[config.mk]
export PLATFORM = sky130hd
export DESIGN_NAME = fru_ctrl
export DESIGN_NICKNAME = d
export VERILOG_FILES = /design/src/rtl/fru_pkg.sv /design/src/rtl/fru_ctrl.sv
export SDC_FILE = /design/constraint.sdc
export NUM_CORES = 1
export LEC_CHECK = 0
export BUFFER_PORTS_ARGS = -buffer_cell sky130_fd_sc_hd__buf_2
export CAP_MARGIN = 20
export CELL_PAD_IN_SITES_DETAIL_PLACEMENT = 1
export CELL_PAD_IN_SITES_GLOBAL_PLACEMENT = 1
export CORE_AREA = 2 2 64 66
export CTS_BUF_LIST = sky130_fd_sc_hd__clkbuf_8
export DETAILED_ROUTE_END_ITERATION = 10
export DIE_AREA = 0 0 66 68
export PLACE_DENSITY_LB_ADDON = 0.1
export SYNTH_ARGS = -nofsm -noshare
export SYNTH_HDL_FRONTEND = slang
export SYNTH_SLANG_ARGS = --single-unit
[constraint.sdc]
create_clock -name clock -period 2.11 [get_ports clock]
set_input_delay 0.1055 -clock clock [delete_from_list [all_inputs] [get_ports clock]]
set_output_delay 0.1055 -clock clock [all_outputs]
set_load 0.02 [all_outputs]
[src/rtl/fru_pkg.sv]
package fru_pkg;

   localparam int VALUE_WIDTH = 32;
   localparam int DIV_WIDTH   = 32;

   localparam logic [2:0] FUNC_LOAD = 3'd0;
   localparam logic [2:0] FUNC_ADD  = 3'd1;
   localparam logic [2:0] FUNC_SUB  = 3'd2;
   localparam logic [2:0] FUNC_MUL  = 3'd3;
   localparam logic [2:0] FUNC_DIV  = 3'd4;
   localparam logic [2:0] FUNC_NORM = 3'd5;

   typedef enum logic [1:0] {
      STAT_OK    = 2'd0,
      STAT_ZERO  = 2'd1,
      STAT_NOLCD = 2'd2,
      STAT_OVF   = 2'd3
   } status_type;

   typedef struct packed {
      logic [2:0]         func;
      logic signed [31:0] operand_num;
      logic [30:0]        operand_den;
      logic signed [31:0] operand_whole;
   } req_type;

   typedef struct packed {
      logic signed [31:0] res_num;
      logic [30:0]        res_den;
      logic signed [31:0] res_whole;
      logic [1:0]         status;
   } rsp_type;

   typedef enum logic [4:0] {
      OP_NONE,
      OP_CAPTURE,
      OP_FAIL_ZERO,
      OP_FAIL_NOLCD,
      OP_FAIL_OVF,
      OP_LOAD,
      OP_MUL1,
      OP_MUL2,
      OP_MUL_COMMIT,
      OP_AS_INIT,
      OP_AS_MOD,
      OP_AS_STEP,
      OP_LCD_START,
      OP_LCD_QUO,
      OP_NORM_START,
      OP_NORM_KEEP,
      OP_NORM_SPLIT,
      OP_GCD_STEP,
      OP_GCD_UPDATE,
      OP_RED_NUM,
      OP_RED_NUM_DONE,
      OP_NORM_COMMIT
   } op_type;

   typedef enum logic [4:0] {
      S_IDLE,
      S_CHECK,
      S_MUL1,
      S_MUL2,
      S_MUL3,
      S_AS_MOD,
      S_AS_SEARCH,
      S_AS_QUO,
      S_NORM,
      S_NORM_DIV,
      S_GCD,
      S_GCD_DIV,
      S_RED_NUM,
      S_RED_DEN,
      S_DONE
   } state_type;

   typedef struct packed {
      op_type     op;
      logic [2:0] func;
      logic       rsp_load;
   } cmd_type;

   typedef struct packed {
      logic div_done;
      logic den_zero;
      logic opd_zero;
      logic opn_zero;
      logic r_zero;
      logic k_last;
      logic m_ovf;
      logic den_lt_num;
      logic gb_zero;
   } sts_type;

   // true when a wide signed value fits the stored word width
   function automatic logic fits_word(input logic signed [66:0] x);
      logic [66-VALUE_WIDTH+1:0] top;
      top = x[66:VALUE_WIDTH-1];
      return (top == '0) || (top == '1);
   endfunction

endpackage

[src/rtl/fru_ctrl.sv]
module fru_ctrl import fru_pkg::*; (
   input  logic       clock,
   input  logic       reset,
   input  logic       req_valid,
   input  logic [2:0] req_func,
   input  logic       rsp_stall,
   input  sts_type    sts,
   output cmd_type    cmd,
   output logic       req_stall,
   output logic       rsp_valid
);

   state_type  state_ff, state_in;
   logic [2:0] func_ff;
   logic       rsp_valid_ff, rsp_valid_in;
   logic       zero_fail, slot_free;

   always_comb begin
      zero_fail = ((func_ff inside {FUNC_LOAD, FUNC_ADD, FUNC_SUB, FUNC_MUL}) && sts.opd_zero) ||
                  (func_ff == FUNC_DIV && sts.opn_zero) ||
                  ((func_ff inside {FUNC_ADD, FUNC_SUB, FUNC_MUL, FUNC_DIV, FUNC_NORM}) &&
                   sts.den_zero);
      slot_free = !rsp_valid_ff || !rsp_stall;
   end

   always_comb begin
      state_in = state_ff;
      unique case (state_ff)
         S_IDLE:  if (req_valid) state_in = S_CHECK;
         S_CHECK: begin
            if (zero_fail) begin
               state_in = S_DONE;
            end else begin
               case (func_ff)
                  FUNC_ADD, FUNC_SUB: state_in = S_AS_MOD;
                  FUNC_MUL, FUNC_DIV: state_in = S_MUL2;
                  FUNC_NORM:          state_in = S_NORM;
                  default:            state_in = S_DONE;
               endcase
            end
         end
         S_MUL1:     state_in = S_MUL2;
         S_MUL2:     state_in = S_MUL3;
         S_MUL3:     state_in = S_DONE;
         S_AS_MOD:   if (sts.div_done) state_in = S_AS_SEARCH;
         S_AS_SEARCH: begin
            if (sts.r_zero) begin
               state_in = S_AS_QUO;
            end else if (sts.k_last || sts.m_ovf) begin
               state_in = S_DONE;
            end
         end
         S_AS_QUO:   if (sts.div_done) state_in = S_MUL1;
         S_NORM:     state_in = sts.den_lt_num ? S_NORM_DIV : S_GCD;
         S_NORM_DIV: if (sts.div_done) state_in = S_GCD;
         S_GCD:      state_in = sts.gb_zero ? S_RED_NUM : S_GCD_DIV;
         S_GCD_DIV:  if (sts.div_done) state_in = S_GCD;
         S_RED_NUM:  if (sts.div_done) state_in = S_RED_DEN;
         S_RED_DEN:  if (sts.div_done) state_in = S_DONE;
         S_DONE:     if (slot_free) state_in = S_IDLE;
         default:    state_in = S_IDLE;
      endcase
   end

   always_comb begin
      cmd.op       = OP_NONE;
      cmd.func     = func_ff;
      cmd.rsp_load = 1'b0;
      unique case (state_ff)
         S_IDLE:  if (req_valid) cmd.op = OP_CAPTURE;
         S_CHECK: begin
            if (zero_fail) begin
               cmd.op = OP_FAIL_ZERO;
            end else begin
               case (func_ff)
                  FUNC_LOAD:          cmd.op = OP_LOAD;
                  FUNC_ADD, FUNC_SUB: cmd.op = OP_AS_INIT;
                  FUNC_MUL, FUNC_DIV: cmd.op = OP_MUL1;
                  default:            cmd.op = OP_NONE;
               endcase
            end
         end
         S_MUL1:   cmd.op = OP_MUL1;
         S_MUL2:   cmd.op = OP_MUL2;
         S_MUL3:   cmd.op = OP_MUL_COMMIT;
         S_AS_MOD: if (sts.div_done) cmd.op = OP_AS_MOD;
         S_AS_SEARCH: begin
            if (sts.r_zero) begin
               cmd.op = OP_LCD_START;
            end else if (sts.k_last) begin
               cmd.op = OP_FAIL_NOLCD;
            end else if (sts.m_ovf) begin
               cmd.op = OP_FAIL_OVF;
            end else begin
               cmd.op = OP_AS_STEP;
            end
         end
         S_AS_QUO:   if (sts.div_done) cmd.op = OP_LCD_QUO;
         S_NORM:     cmd.op = sts.den_lt_num ? OP_NORM_START : OP_NORM_KEEP;
         S_NORM_DIV: if (sts.div_done) cmd.op = OP_NORM_SPLIT;
         S_GCD:      cmd.op = sts.gb_zero ? OP_RED_NUM : OP_GCD_STEP;
         S_GCD_DIV:  if (sts.div_done) cmd.op = OP_GCD_UPDATE;
         S_RED_NUM:  if (sts.div_done) cmd.op = OP_RED_NUM_DONE;
         S_RED_DEN:  if (sts.div_done) cmd.op = OP_NORM_COMMIT;
         S_DONE:     cmd.rsp_load = slot_free;
         default:    cmd.op = OP_NONE;
      endcase
   end

   assign rsp_valid_in = cmd.rsp_load | (rsp_valid_ff & rsp_stall);

   always_ff @(posedge clock) begin
      if (reset) begin
         state_ff     <= S_IDLE;
         rsp_valid_ff <= 1'b0;
      end else begin
         state_ff     <= state_in;
         rsp_valid_ff <= rsp_valid_in;
      end
   end

   always_ff @(posedge clock) begin
      if (state_ff == S_IDLE && req_valid) begin
         func_ff <= req_func;
      end
   end

   assign req_stall = (state_ff != S_IDLE);
   assign rsp_valid = rsp_valid_ff;

endmodule

==> results.cfg <==
[setup_path]
end_kind = output pin
critical_path_arrival_ns = 1.84
crit_fanout = 11
r2r_slack_ns = 0.26
critPathRequiredTime_ns = 2.00
r2r_cells = 5
setup.worst_path.start_class = flip-flop
crit_type = flip-flop to output pin

[yosys]
synthDistinctLibCells = 43
ys_ff_latch = 8
async_flop_share_pct = 0
avgSynthCellArea_sq_um = 7.40
synth_seq_area_share_pct = 20.9
synth_area_sq_um = 910
syn_inst = 123
synth-main-ff-cell = dfxtp_1
ys_warn_count = 0
synth_edf_count = 3
mappedNetlistNets = 139

[grt]
grt_overflow = 0
grt_pass1_vias = 1029
grt_use_total_pct = 14.9
grt_pass1_wl_microns = 5080
grt_max_degree = 17
grt_antenna_before_repair = 0

[sta]
setup_viol = 0
relSlewSlack_pct = 74.1
rsz0062_at_grt = no
max_freq_mhz = 513
fin_setup_tns_ns = 0
skew_ns = 0.00199
worst_pin_slew_ns = 0.385
post-route-period-util_pct = 92.4
drv_slew = 0
finalHoldViolCount = 0
whs_ns = 0.0513
period_needed_ns = 1.95

[floorplan]
die_area_sq_mm = 0.00449
rows = 23
die_y_microns = 68
initial_core_util_pct = 23.6
num_io_pins = 27
core_area_sq_mm = 0.00386
die_w_microns = 66

[clocking]
htreeDepth = 1
clk_pin_slew_ns = 0.04
cts_buffers = 3
clkLatencyLatePin_ns = 0.23
clk_path_buf_depth = 2
cts_tree = built
cts_root_buf = clkbuf_8
cts.sinks = 8

[min_path]
holdCritPathClass = input port to flip-flop
min_path_cells = 1

[pwr]
max-vdd-ir-drop_uv = 284
powerDensity_mw_per_mm2 = 1440
internal_power_uw = 873
seq_power_share_pct = 19.4
power_leakage_uw = 0.000492
p_comb_share_pct = 69.4
switching_power_uw = 839
clkPwrFrac_pct = 11.2
switching_share_pct = 49.0

[routing]
drt-pass1-iter-count = 4
drc_errors = 0
routed_wl_microns = 3170
postRouteAntennaNets = 0
vias = 1026
viasPerCell = 5.05
drt_iter0_drc = 20
routedWlPerCell_microns = 15.6

[placement]
place.gp.congestion = 0.794
io_buffer_count = 26
dp.cells = 195
place_area_sq_mm = 0.00110
dp_hpwl_microns = 2510

[flow_run]
maxCapViolations = 0

[run_status]
run_status = finished clean

[layout]
drive_gt1_share_pct = 34.0
finalInstanceArea_sq_mm = 0.00119
nets = 170
syn2layout_area_growth_pct = 31.1
utilization_pct = 30.9
n_antenna_cell = 0
fin_cells = 203
[synth_stat cells (all sizes together), types with 2 or more instances]
cell / n / area share, %
o21ai: 8 / 4.4
a21oi: 11 / 6.5
or4: 2 / 2.1
o211ai: 3 / 2.5
nor2: 5 / 2.1
clkbuf: 5 / 2.1
nand3: 2 / 1.1
a22oi: 2 / 1.7
a21o: 2 / 1.7
xnor2: 3 / 2.9
and2b: 2 / 1.7
o221ai: 2 / 1.9
nand2b: 5 / 3.4
nor4: 3 / 2.1
nor2b: 8 / 5.5
dfxtp: 5 / 11
edfxtp: 3 / 9.9
inv: 5 / 2.1
buf: 6 / 3.9
o31ai: 2 / 1.7
a22o: 5 / 4.8
nand2: 14 / 5.8
mux2: 2 / 2.5
a31oi: 3 / 2.1
[cell families after synthesis]
family                 count (synthesis)  synth area share, %
multiplexers                           3                 3.58
AND/OR/NAND/NOR                       47                 28.5
buffers and inverters                 16                 7.98
XOR/XNOR                               3                 2.89
flip-flops                             8                 20.9
AO/OA/AOI/OAI                         46                 36.2
[cell type report]
| class | instances | area (sq um) |
|---|---|---|
| multi-input combinational | 99 | 662 |
| clock inverter | 1 | 3.75 |
| sequential | 8 | 191 |
| tap | 50 | 62.6 |
| clock buffer | 3 | 41.3 |
| fill | 499 | 2660 |
| inverter | 5 | 18.8 |
| timing repair buffer | 37 | 213 |
[power by group through the flow]
stage / sequential, uW / clock (uW) / combinational (uW)
finish: 332 / 192 / 1190
global placement: 333 / 0 / 1170
floorplan: 251 / 0 / 905
CTS: 334 / 201 / 1170
global route: 347 / 204 / 1310
detailed placement: 333 / 0 / 1160
[routing by layer]
layer	routed length (microns)	track usage [%]	part of all wire, %	up-vias
met1	1530	19.7	48	479
li1	-	-	-	514
met2	1490	24.2	47	27
met4	72	6.12	2.3	0
met5	0	0	0	-
met3	85	2.47	2.7	6
[worst max-delay path, cell delays in order, from the launching register on]
cell	delay, ns
dfxtp_1	0.42
buf_4	0.23
nor4_1	0.37
nand2_1	0.12
o311ai_1	0.27
buf_2	0.21
[stage by stage]
step / power, uW / setup WS (ns)
6_report: 1710 / 0.160
4_1_cts: 1700 / 0.0378
3_3_place_gp: 1500 / 0.277
5_1_grt: 1860 / 0.0304
2_1_floorplan: 1160 / 0.106
3_5_place_dp: 1500 / 0.276
[state kept, by name (all words and copies together) (netlist names)]
register   count
state_ff       4
rsp_valid      1
func_ff        3
[timing repair]
item,in CTS,in global routing
setup endpoints to repair,0,3
gates resized for setup,0,4
hold buffers,0,0
setup buffers,0,4
[worst paths after layout]
check | to | start
worst max-delay path | cmd[7] | state_ff[3]
worst min-delay path | func_ff[1] | req_func[1]
worst min register to register | rsp_valid | rsp_valid
worst max register to register | state_ff[2] | state_ff[3]
[layout by cell type, fill, tap and decap left out, types with 2 or more instances in the layout]
cell,n
a21o_1,2
a21oi_1,10
a22o_1,5
a22oi_1,2
a31oi_1,2
and2b_1,2
buf_2,26
buf_4,11
clkbuf_8,3
dfxtp_1,4
edfxtp_1,3
inv_1,6
mux2_2,2
nand2_1,13
nand2b_1,5
nand3_1,2
nor2_1,5
nor2b_1,8
nor4_1,2
o211ai_1,3
o21ai_0,8
o221ai_1,2
o31ai_1,2
xnor2_1,3
Note: power is estimated with default switching activity, not from simulation.
